## config.mk

```make
export PLATFORM = sky130hd
export DESIGN_NAME = vsync_timing_change_filter_core
export DESIGN_NICKNAME = d
export VERILOG_FILES = /design/src/rtl/vtcf_pkg.sv /design/src/rtl/vtcf_divider.sv /design/src/rtl/vsync_timing_change_filter_core.sv
export SDC_FILE = /design/constraint.sdc
export NUM_CORES = 1
export LEC_CHECK = 0
export BUFFER_PORTS_ARGS = -buffer_cell sky130_fd_sc_hd__buf_4
export CAP_MARGIN = 20
export CORE_MARGIN = 1.5
export CORE_UTILIZATION = 45
export CTS_BUF_LIST = sky130_fd_sc_hd__clkbuf_4 sky130_fd_sc_hd__clkbuf_8 sky130_fd_sc_hd__clkbuf_16
export DETAILED_ROUTE_END_ITERATION = 10
export GPL_TIMING_DRIVEN = 0
export HOLD_SLACK_MARGIN = 0.12
export SYNTH_ARGS = -nofsm -noshare
export SYNTH_HDL_FRONTEND = slang
export SYNTH_SLANG_ARGS = --single-unit
```

## constraint.sdc

```tcl
create_clock -name aclk -period 10 [get_ports aclk]
set_clock_uncertainty 0.1 [all_clocks]
set_input_delay 3 -clock aclk [delete_from_list [all_inputs] [get_ports aclk]]
set_output_delay 3 -clock aclk [all_outputs]
set_load 0.005 [all_outputs]
```

## src/rtl/vtcf_pkg.sv

```systemverilog
// Package for the vsync timing change filter: payload types, states and constants.
`default_nettype none
package vtcf_pkg;

    localparam int unsigned DATA_W    = 64;
    localparam int unsigned HALF_W    = 32;
    localparam int unsigned THR_W     = 16;
    localparam int unsigned DIV_STEPS = DATA_W;
    localparam int unsigned DIV_CNT_W = $clog2(DIV_STEPS + 1);

    localparam logic [THR_W-1:0] THRESHOLD_RESET = THR_W'(25);

    typedef struct packed {
        logic [DATA_W-1:0] vsync_base;
        logic [DATA_W-1:0] vsync_period;
    } vtcf_in_t;

    typedef struct packed {
        logic [HALF_W-1:0] timebase_low;
        logic [HALF_W-1:0] timebase_high;
        logic [HALF_W-1:0] interval_low;
        logic [HALF_W-1:0] interval_high;
    } vtcf_out_t;

    typedef struct packed {
        logic busy;
        logic done;
    } vtcf_div_status_t;

    typedef enum logic [2:0] {
        ST_IDLE,
        ST_DIV,
        ST_DIFF,
        ST_CMP,
        ST_OUT
    } vtcf_state_t;

endpackage
`default_nettype wire

```

## src/rtl/vtcf_divider.sv

```systemverilog
// Bit-serial restoring remainder unit: one dividend bit per cycle.
`default_nettype none
module vtcf_divider (
    input  wire                               aclk,
    input  wire                               aresetn,
    input  wire                               start,
    input  wire [vtcf_pkg::DATA_W-1:0]        dividend,
    input  wire [vtcf_pkg::DATA_W-1:0]        divisor,
    output vtcf_pkg::vtcf_div_status_t        status,
    output logic [vtcf_pkg::DATA_W-1:0]       remainder
);
    import vtcf_pkg::*;

    logic [DATA_W-1:0]    dvd_reg, dvd_next;
    logic [DATA_W-1:0]    dsr_reg, dsr_next;
    logic [DATA_W-1:0]    rem_reg, rem_next;
    logic [DIV_CNT_W-1:0] cnt_reg, cnt_next;
    logic                 busy_reg, busy_next;
    logic                 done_reg, done_next;
    logic [DATA_W:0]      shifted;
    logic [DATA_W:0]      trial;

    always_comb begin
        dvd_next  = dvd_reg;
        dsr_next  = dsr_reg;
        rem_next  = rem_reg;
        cnt_next  = cnt_reg;
        busy_next = busy_reg;
        done_next = 1'b0;
        shifted   = {rem_reg, dvd_reg[DATA_W-1]};
        trial     = shifted - {1'b0, dsr_reg};
        if (start) begin
            dvd_next  = dividend;
            dsr_next  = divisor;
            rem_next  = '0;
            cnt_next  = '0;
            busy_next = 1'b1;
        end else if (busy_reg) begin
            // shift in the next dividend bit, subtract where it fits
            dvd_next = {dvd_reg[DATA_W-2:0], 1'b0};
            rem_next = trial[DATA_W] ? shifted[DATA_W-1:0] : trial[DATA_W-1:0];
            cnt_next = cnt_reg + 1'b1;
            if (cnt_reg == DIV_CNT_W'(DIV_STEPS - 1)) begin
                busy_next = 1'b0;
                done_next = 1'b1;
            end
        end
    end

    always_ff @(posedge aclk) begin
        if (!aresetn) begin
            busy_reg <= 1'b0;
            done_reg <= 1'b0;
            cnt_reg  <= '0;
        end else begin
            busy_reg <= busy_next;
            done_reg <= done_next;
            cnt_reg  <= cnt_next;
        end
        dvd_reg <= dvd_next;
        dsr_reg <= dsr_next;
        rem_reg <= rem_next;
    end

    assign status.busy = busy_reg;
    assign status.done = done_reg;
    assign remainder   = rem_reg;

endmodule
`default_nettype wire

```

## src/rtl/vsync_timing_change_filter_core.sv

```systemverilog
// Top level of the vsync timing change filter: control, decision and output register.
`default_nettype none
// An item with a nonzero interval goes through these steps from acceptance
// until its result is loaded: the bit-serial remainder unit (one dividend
// bit per cycle), the step that sees the unit's finish flag and takes the
// offset difference, a spare step, the threshold compare and the load of
// the output register. A suppressed item returns to idle after the compare,
// an emitted one after the load. An item with a zero interval is dropped at
// acceptance and the block is ready again at once. The next item is accepted
// while a result still waits in the output register; a new result that finds
// the register full holds until it is taken.
module vsync_timing_change_filter_core (
    input  wire                             aclk,
    input  wire                             aresetn,
    input  wire                             s_valid,
    output logic                            s_ready,
    input  vtcf_pkg::vtcf_in_t              s_data,
    output logic                            m_valid,
    input  wire                             m_ready,
    output vtcf_pkg::vtcf_out_t             m_data,
    input  wire                             cfg_wr_en,
    input  wire [vtcf_pkg::THR_W-1:0]       cfg_wr_data
);
    import vtcf_pkg::*;

    vtcf_state_t        state_reg, state_next;
    logic [THR_W-1:0]   thr_reg;
    logic [DATA_W-1:0]  tb_reg, tb_next;
    logic [DATA_W-1:0]  iv_reg, iv_next;
    logic [DATA_W-1:0]  diff_reg, diff_next;
    logic               same_reg, same_next;
    logic [DATA_W-1:0]  sent_iv_reg, sent_iv_next;
    logic [DATA_W-1:0]  sent_off_reg, sent_off_next;
    logic               m_valid_reg, m_valid_next;
    vtcf_out_t          m_data_reg, m_data_next;
    logic               accept;
    logic               div_start;
    logic [DATA_W-1:0]  mag;
    vtcf_div_status_t   div_status;
    logic [DATA_W-1:0]  remainder;

    vtcf_divider u_divider (
        .aclk      (aclk),
        .aresetn   (aresetn),
        .start     (div_start),
        .dividend  (s_data.vsync_base),
        .divisor   (s_data.vsync_period),
        .status    (div_status),
        .remainder (remainder)
    );

    assign s_ready = (state_reg == ST_IDLE);
    assign accept  = s_valid && s_ready;
    assign mag     = diff_reg[DATA_W-1] ? (DATA_W'(0) - diff_reg) : diff_reg;

    always_comb begin
        state_next    = state_reg;
        tb_next       = tb_reg;
        iv_next       = iv_reg;
        diff_next     = diff_reg;
        same_next     = same_reg;
        sent_iv_next  = sent_iv_reg;
        sent_off_next = sent_off_reg;
        m_valid_next  = m_valid_reg && !m_ready;
        m_data_next   = m_data_reg;
        div_start     = 1'b0;
        unique case (state_reg)
            ST_IDLE: begin
                // drop a zero interval right here
                if (accept && (s_data.vsync_period != '0)) begin
                    tb_next    = s_data.vsync_base;
                    iv_next    = s_data.vsync_period;
                    div_start  = 1'b1;
                    state_next = ST_DIV;
                end
            end
            ST_DIV: begin
                if (div_status.done) begin
                    diff_next  = sent_off_reg - remainder;
                    same_next  = (iv_reg == sent_iv_reg);
                    state_next = ST_DIFF;
                end
            end
            ST_DIFF: begin
                state_next = ST_CMP;
            end
            ST_CMP: begin
                if (same_reg && (mag < DATA_W'(thr_reg))) begin
                    state_next = ST_IDLE;
                end else begin
                    state_next = ST_OUT;
                end
            end
            ST_OUT: begin
                // hold until the output register is free
                if (!m_valid_reg || m_ready) begin
                    m_valid_next              = 1'b1;
                    m_data_next.timebase_low  = tb_reg[HALF_W-1:0];
                    m_data_next.timebase_high = tb_reg[DATA_W-1:HALF_W];
                    m_data_next.interval_low  = iv_reg[HALF_W-1:0];
                    m_data_next.interval_high = iv_reg[DATA_W-1:HALF_W];
                    sent_iv_next              = iv_reg;
                    sent_off_next             = remainder;
                    state_next                = ST_IDLE;
                end
            end
            default: begin
                state_next = ST_IDLE;
            end
        endcase
    end

    always_ff @(posedge aclk) begin
        if (!aresetn) begin
            state_reg    <= ST_IDLE;
            thr_reg      <= THRESHOLD_RESET;
            sent_iv_reg  <= '0;
            sent_off_reg <= '0;
            m_valid_reg  <= 1'b0;
        end else begin
            state_reg    <= state_next;
            sent_iv_reg  <= sent_iv_next;
            sent_off_reg <= sent_off_next;
            m_valid_reg  <= m_valid_next;
            if (cfg_wr_en) begin
                thr_reg <= cfg_wr_data;
            end
        end
        tb_reg     <= tb_next;
        iv_reg     <= iv_next;
        diff_reg   <= diff_next;
        same_reg   <= same_next;
        m_data_reg <= m_data_next;
    end

    assign m_valid = m_valid_reg;
    assign m_data  = m_data_reg;

    a_busy_after_start: assert property (@(posedge aclk) disable iff (!aresetn)
        (accept && (s_data.vsync_period != '0)) |=> !s_ready)
        else $error("block ready right after starting an item");

    a_done_in_div: assert property (@(posedge aclk) disable iff (!aresetn)
        div_status.done |-> (state_reg == ST_DIV))
        else $error("remainder finished outside the divide state");

    a_rem_below_iv: assert property (@(posedge aclk) disable iff (!aresetn)
        ((state_reg == ST_DIV) && div_status.done) |-> (remainder < iv_reg))
        else $error("remainder not below interval");

    a_idle_not_busy: assert property (@(posedge aclk) disable iff (!aresetn)
        (state_reg == ST_IDLE) |-> !div_status.busy)
        else $error("divider busy while idle");

endmodule
`default_nettype wire

```

==> results.yml, run 1 <==
status:
  run_status: "finished, final reports clean"
critical_path:
  timing.critical_path.fanout_max: 44
  critPathCaptureType: "flop"
  type_of_the_worst_setup_path: "in -> reg"
  cpMostUsedCell: "sky130_fd_sc_hd__clkbuf_1"
  critical_path.reg2reg.endpoint: "u_divider.remainder[32]"
  critPathRequiredTime_ps: 10230
  timing.critical_path.from_type: "input port"
  critical_path.max_stage_delay_ps: 970
  crit_arrival_ps: 7940
  timing.critical_path.slowest_stage_cell: "sky130_fd_sc_hd__o41ai_2"
  regToRegStartpoint: "iv_reg[0]"
  timing.critical_path.buf_inv: 8
  critical_path.cell_chain: "buf_4, nor4_1, nand4_1, o41ai_2, nor4_1, clkbuf_1, buf_8, clkbuf_1, clkbuf_1, buf_16, nor2_1, inv_2, buf_12"
  worst-r2r-setup-slack_ps: 4170
  critical_path_cell_count: 13
  path_delay_family: "buffers and inverters"
  reg2reg_depth: 14
cts:
  cts_root_buffer: "sky130_fd_sc_hd__clkbuf_16"
  cts_tree: "built"
  cts.htree.levels: 3
  cts.sink_count: 606
  post_cts.repair.setup_buffers: 0
  cts_buffers: 69
  cts-hold-fix-buffers: 0
  cts_resized: 0
  clk_pin_slew_ps: 60
  clk_latency_ps: 610
  cts-root-to-sink-buffers: 3
synthesis:
  net_count_after_synthesis: 3388
  synth_top_flop_cell: "sky130_fd_sc_hd__edfxtp_1"
  post_synth_edffs: 385
  synth.lib_cells_used.distinct: 85
  postSynthAreaPerCell_um2: 10.16
  mappedNetlistArea_um2: 31440
  async_flop_share_pct: 0
  synth-seq-cells: 606
  synth_area_leader_cell: "sky130_fd_sc_hd__edfxtp_1"
  postSynthCellCount: 3093
  synth_seq_area_share_pct: 50.85
  synth_top_cell_area_share_pct: 36.77
  synth_area_leaders: "sky130_fd_sc_hd__edfxtp_1 (37%), sky130_fd_sc_hd__dfxtp_1 (14%), sky130_fd_sc_hd__ha_1 (5.7%)"
  yosysWarningCount: 0
grt:
  grt_pass1_wl_um: 142300
  grt_pass1_vias: 24147
  grt_max_degree: 65
  grt_usage_pct: 26.22
  globalRoute.totalOverflow: 0
  antenna_violations_before_repair: 1
timing:
  period_share_pct: 77.05
  slew_viols_final: 0
  period_minus_slack_ps: 7705
  finalSetupTns_ps: 0
  worst-slew-pin-transition_ps: 1094
  clock.fmax_ghz: 0.1298
  final-hold-violation-count: 0
  final.setup.worst_slack_ps: 2295
  timing.max_slew.rel_slack_pct: 27.04
  setup_viol: 0
  grt_setup_unrepaired: "false"
  hold_worst_slack_ps: 312.4
detailed_routing:
  route.vias.total: 24254
  routed_wire_length_per_instance_um: 21.28
  drt_pass1_iterations: 6
  routed_wl_um: 94410
  detailedRoute.firstIterationViolations: 1840
  post-route-drc-count: 0
  via_per_inst: 5.466
  ant_nets: 0
place:
  post-dp-hpwl_um: 74850
  place_ws_ps: 1657
  placement.cell_area_um2: 34900
  port_buffers: 277
  dp_cells: 4310
  routabilityCongestion: 0.9312
die:
  die_width_um: 267.3
  start_util_pct: 45.68
  io-pin-count: 279
  dieArea_um2: 71460
  dieHeight_um: 267.3
  coreArea_um2: 68830
  cell_rows: 96
finish:
  layout.cell_area.non_filler_um2: 37210
  post_route_cells_drive_above_1_share_pct: 14.75
  final_net_count: 3745
  final_cell_utilization_of_the_core_pct: 54.06
  largest_register_ff_count: 128
  final_cells: 4437
  synthToLayoutAreaGrowth_pct: 18.35
worst_hold_path:
  hold_path_class: "reg -> reg"
  hold-path-endpoint: "m_data[114]"
  worst_hold_stages: 0
  holdCritStartpoint: "tb_reg[18]"
run:
  max_capacitance_violation_count: 0
power:
  power_density_nw_per_um2: 187.2
  power.leakage_nw: 14.66
  vdd_drop_max_v: 0.0001352
  total_power_mw: 6.966
placed cells by master (no fill, tap or decap), types with 70 or more instances in the layout:
| master | synthesis | routed |
|---|---|---|
| sky130_fd_sc_hd__nand2_1 | 398 | 398 |
| sky130_fd_sc_hd__edfxtp_1 | 385 | 385 |
| sky130_fd_sc_hd__buf_4 | 0 | 277 |
| sky130_fd_sc_hd__dfxtp_1 | 221 | 221 |
| sky130_fd_sc_hd__a21oi_1 | 196 | 196 |
| sky130_fd_sc_hd__inv_1 | 194 | 193 |
| sky130_fd_sc_hd__nor2_1 | 191 | 190 |
| sky130_fd_sc_hd__ha_1 | 144 | 144 |
| sky130_fd_sc_hd__a21boi_0 | 134 | 134 |
| sky130_fd_sc_hd__clkbuf_1 | 135 | 133 |
| sky130_fd_sc_hd__o21ai_0 | 114 | 114 |
| sky130_fd_sc_hd__xor2_1 | 108 | 108 |
| sky130_fd_sc_hd__xnor2_1 | 97 | 97 |
| sky130_fd_sc_hd__a21o_1 | 88 | 88 |
| sky130_fd_sc_hd__a211oi_1 | 70 | 70 |
| sky130_fd_sc_hd__clkbuf_16 | 0 | 70 |
where the power goes:
| group | switching (mW) | internal [mW] |
|---|---|---|
| Combinational | 0.936 | 0.557 |
| Clock | 1.02 | 1.49 |
| Sequential | 0.130 | 2.83 |
how the worst max path moves through the flow:
| stage | slack [ps] | startpoint | endpoint |
|---|---|---|---|
| detailed placement | 1660 | s_data[28] | u_divider.dvd_reg[8] |
| floorplan | 1740 | s_data[31] | iv_reg[0] |
| global route | 2250 | s_data[28] | u_divider.dvd_reg[5] |
| CTS | 2300 | s_data[28] | u_divider.dvd_reg[63] |
| global placement | -2530 | s_data[31] | iv_reg[3] |
| finish | 2290 | s_data[28] | u_divider.dvd_reg[5] |
layout make-up:
cell class,instances,area [um^2]
fillers,6209,31620
flip-flops and latches,606,15990
multi-input cells,2147,14180
repair buffers,286,2277
clock buffers,102,2054
well taps,931,1165
inverters,194,728.2
plain buffers,146,570.5
clock inverters,24,246.5
diodes,1,2.502
routing by layer:
metal / vias to the layer above / routed length (um) / track usage, %
met3: 170 / 5393 / 5.213
li1: 11899 / - / -
met2: 719 / 45200 / 44.45
met4: 0 / 3522 / 9.905
met5: - / 0 / 0
met1: 11466 / 40290 / 32.95
kinds of logic after synthesis:
| kind of cell | share of synthesized area (%) |
|---|---|
| simple gates | 13.45 |
| compound gates | 16.86 |
| flops | 50.85 |
| buf+inv | 4.107 |
| xor+xnor | 5.711 |
| fa+ha+maj | 5.858 |
| mux | 3.168 |
synth_stat cells (all sizes together) (88+ instances only):
| cell type | instances |
|---|---|
| nand2 | 398 |
| edfxtp | 385 |
| dfxtp | 221 |
| a21oi | 196 |
| inv | 194 |
| nor2 | 191 |
| ha | 144 |
| clkbuf | 135 |
| a21boi | 134 |
| o21ai | 115 |
| xor2 | 108 |
| xnor2 | 97 |
| a21o | 88 |
No activity file was read; power rests on OpenSTA's default activity.
==> run 2, diff against run 1 <==
--- a/config.mk
+++ b/config.mk
@@ -13,6 +13,7 @@
 export DETAILED_ROUTE_END_ITERATION = 10
 export GPL_TIMING_DRIVEN = 0
 export HOLD_SLACK_MARGIN = 0.12
+export PLACE_DENSITY = 0.65
 export SYNTH_ARGS = -nofsm -noshare
 export SYNTH_HDL_FRONTEND = slang
 export SYNTH_SLANG_ARGS = --single-unit
==> constraint.sdc (replaced) <==
create_clock -name aclk -period 6.9 [get_ports aclk]
set_clock_uncertainty 0.1 [all_clocks]
set_input_delay 2.07 -clock aclk [delete_from_list [all_inputs] [get_ports aclk]]
set_output_delay 2.07 -clock aclk [all_outputs]
set_load 0.005 [all_outputs]
==> run 2 against run 1 <==
Power rose by 44%. Core utilization is 0.13 points lower. Die area did not move. Largest cell class unchanged. Final area decreased by 0.24%. Clock-buffer cell count decreased by 9. Sequential share of layout area up 0.10 points. Sequential power up 45%. Worst setup slack got worse by 2000 ps. Flip-flop and latch count unchanged. Critical endpoint is now u_divider.dvd_reg[17]. Worst hold slack better by 3.1 ps. Non-clock buffer count fell by 3.
==> results.yml, run 2 (synthesis gave the netlist of run 1 again) <==
power:
  total_power_mw: 10.04
  power.leakage_nw: 14.62
  power_density_nw_per_um2: 270.6
  vdd_drop_max_v: 0.0002431
detailed_routing:
  drt_pass1_iterations: 5
  routed_wire_length_per_instance_um: 20.21
  ant_nets: 0
  routed_wl_um: 89550
  post-route-drc-count: 0
  via_per_inst: 5.388
  route.vias.total: 23874
  detailedRoute.firstIterationViolations: 1989
cts:
  cts_buffers: 67
  clk_latency_ps: 630
  cts-root-to-sink-buffers: 3
  cts_root_buffer: "sky130_fd_sc_hd__clkbuf_16"
  cts.sink_count: 606
  cts-hold-fix-buffers: 0
  cts.htree.levels: 3
  clk_pin_slew_ps: 50
  cts_tree: "built"
timing:
  period_share_pct: 95.48
  period_minus_slack_ps: 6588
  grt_setup_unrepaired: "false"
  clock.fmax_ghz: 0.1518
  timing.max_slew.rel_slack_pct: 21.85
  worst-slew-pin-transition_ps: 1172
  setup_viol: 0
  final-hold-violation-count: 0
  slew_viols_final: 0
die:
  dieHeight_um: 267.3
  io-pin-count: 279
  cell_rows: 96
  coreArea_um2: 68830
  dieArea_um2: 71460
  start_util_pct: 45.68
  die_width_um: 267.3
finish:
  final_cell_mix: "sky130_fd_sc_hd__nand2_1 (398), sky130_fd_sc_hd__edfxtp_1 (385), sky130_fd_sc_hd__buf_4 (277)"
  mostFrequentLayoutCell: "sky130_fd_sc_hd__nand2_1"
  insertedDiodeCount: 0
  final_cells: 4431
  post_route_cells_drive_above_1_share_pct: 14.69
  final_net_count: 3740
  largest_register_ff_count: 128
  synthToLayoutAreaGrowth_pct: 18.06
place:
  post-dp-hpwl_um: 69450
  port_buffers: 277
  dp_cells: 4306
  routabilityCongestion: 0.9423
critical_path:
  timing.critical_path.buf_inv: 6
  critical_path_cell_count: 11
  critical_path.max_stage_delay_ps: 920
  regToRegStartpoint: "iv_reg[0]"
  type_of_the_worst_setup_path: "in -> reg"
  crit_arrival_ps: 6710
  critical_path.cell_chain: "buf_4, nor4_1, nand4_1, o41ai_4, nor4_1, clkbuf_1, clkbuf_1, clkbuf_1, buf_6, nor2_1, inv_4"
  critPathRequiredTime_ps: 7020
  timing.critical_path.slowest_stage_cell: "sky130_fd_sc_hd__clkbuf_1"
  reg2reg_depth: 14
  timing.critical_path.fanout_max: 64
  path_delay_family: "buffers and inverters"
  worstSetupStartpoint: "s_data[38]"
  critPathCaptureType: "flop"
  worst-r2r-setup-slack_ps: 1110
  timing.critical_path.from_type: "input port"
  worstSetupEndpoint: "u_divider.dvd_reg[17]"
  cpMostUsedCell: "sky130_fd_sc_hd__clkbuf_1"
  critical_path.reg2reg.endpoint: "u_divider.remainder[32]"
grt:
  globalRoute.totalOverflow: 0
  grt_pass1_wl_um: 135400
  antenna_violations_before_repair: 0
  grt_max_degree: 95
  grt_usage_pct: 24.80
  grt_pass1_vias: 23246
worst_hold_path:
  hold_path_class: "reg -> reg"
run:
  max_capacitance_violation_count: 0
status:
  run_status: "finished, final reports clean"
-- run 2: cell count changes in the layout (fill, tap and decap cells not counted), moves of 2 or more --
cell                         delta
sky130_fd_sc_hd__clkbuf_4       -6
sky130_fd_sc_hd__inv_6          -2
sky130_fd_sc_hd__clkinv_16      +2
sky130_fd_sc_hd__clkbuf_8       -4
sky130_fd_sc_hd__clkinvlp_4     +2
sky130_fd_sc_hd__clkinv_2       +7
sky130_fd_sc_hd__buf_16         -3
sky130_fd_sc_hd__clkinv_1       -2
sky130_fd_sc_hd__inv_4          +2
-- run 2: worst reg2reg max path, cell delays in order, from the launching register on --
cell and delay, ps:
sky130_fd_sc_hd__edfxtp_1 540, sky130_fd_sc_hd__ha_1 300, sky130_fd_sc_hd__fa_1 390, sky130_fd_sc_hd__nand2b_1 200, sky130_fd_sc_hd__a21oi_1 270, sky130_fd_sc_hd__o21ai_0 160
sky130_fd_sc_hd__a21oi_1 340, sky130_fd_sc_hd__o2111a_1 360, sky130_fd_sc_hd__nor2_1 130, sky130_fd_sc_hd__a31oi_1 260, sky130_fd_sc_hd__xor2_1 730, sky130_fd_sc_hd__clkbuf_1 640
sky130_fd_sc_hd__buf_1 650, sky130_fd_sc_hd__nand2_1 360, sky130_fd_sc_hd__o221ai_1 240
-- run 2: worst min path at each step --
| stage | start | end | cells past startpoint |
|---|---|---|---|
| floorplan | tb_reg[4] | m_data[100] | 0 |
| global placement | tb_reg[23] | m_data[119] | 0 |
| detailed placement | tb_reg[12] | m_data[108] | 0 |
| CTS | tb_reg[12] | m_data[108] | 0 |
| global route | tb_reg[30] | m_data[126] | 0 |
| finish | tb_reg[12] | m_data[108] | 0 |
-- run 2: per-stage QoR --
stage,setup WS (ps),setup TNS (ps),cell area [um^2],hold WS [ps],util (%)
2_1_floorplan,224.0,0,31440,300.3,-
3_3_place_gp,-2421,-765510,34680,300.2,50.39
3_5_place_dp,-686.9,-43230,34810,304.5,50.58
4_1_cts,31.89,0,37110,313.9,53.91
5_1_grt,293.1,0,37120,320.7,53.93
6_report,311.8,0,37120,315.4,53.93
-- run 2: area by class of cell --
type | instances | area (um^2)
sequential | 606 | 15990
clock inverter | 31 | 307.8
buffer | 146 | 576.8
fill | 6167 | 31710
clock buffer | 93 | 1973
tap | 931 | 1165
inverter | 194 | 730.7
timing repair buffer | 283 | 2191
multi-input combinational | 2147 | 14190
-- run 2: power breakdown --
part	switching (mW)	internal (mW)	leakage [nW]
sequential	0.190	4.10	5.38
combinational	1.32	0.800	8.10
clock	1.55	2.09	1.15
-- run 2: per-layer routing --
layer,share of wire (%),up-vias,track usage (%)
li1,-,11932,-
met1,43,10998,32.13
met4,3.9,0,10.03
met2,46,762,40.33
met3,7.4,182,5.314
met5,0,-,0
-- run 2: what timing repair did --
action	CTS	global route
buffers inserted	0	0
gates resized for setup	1	0
endpoints found under the setup margin	39	0
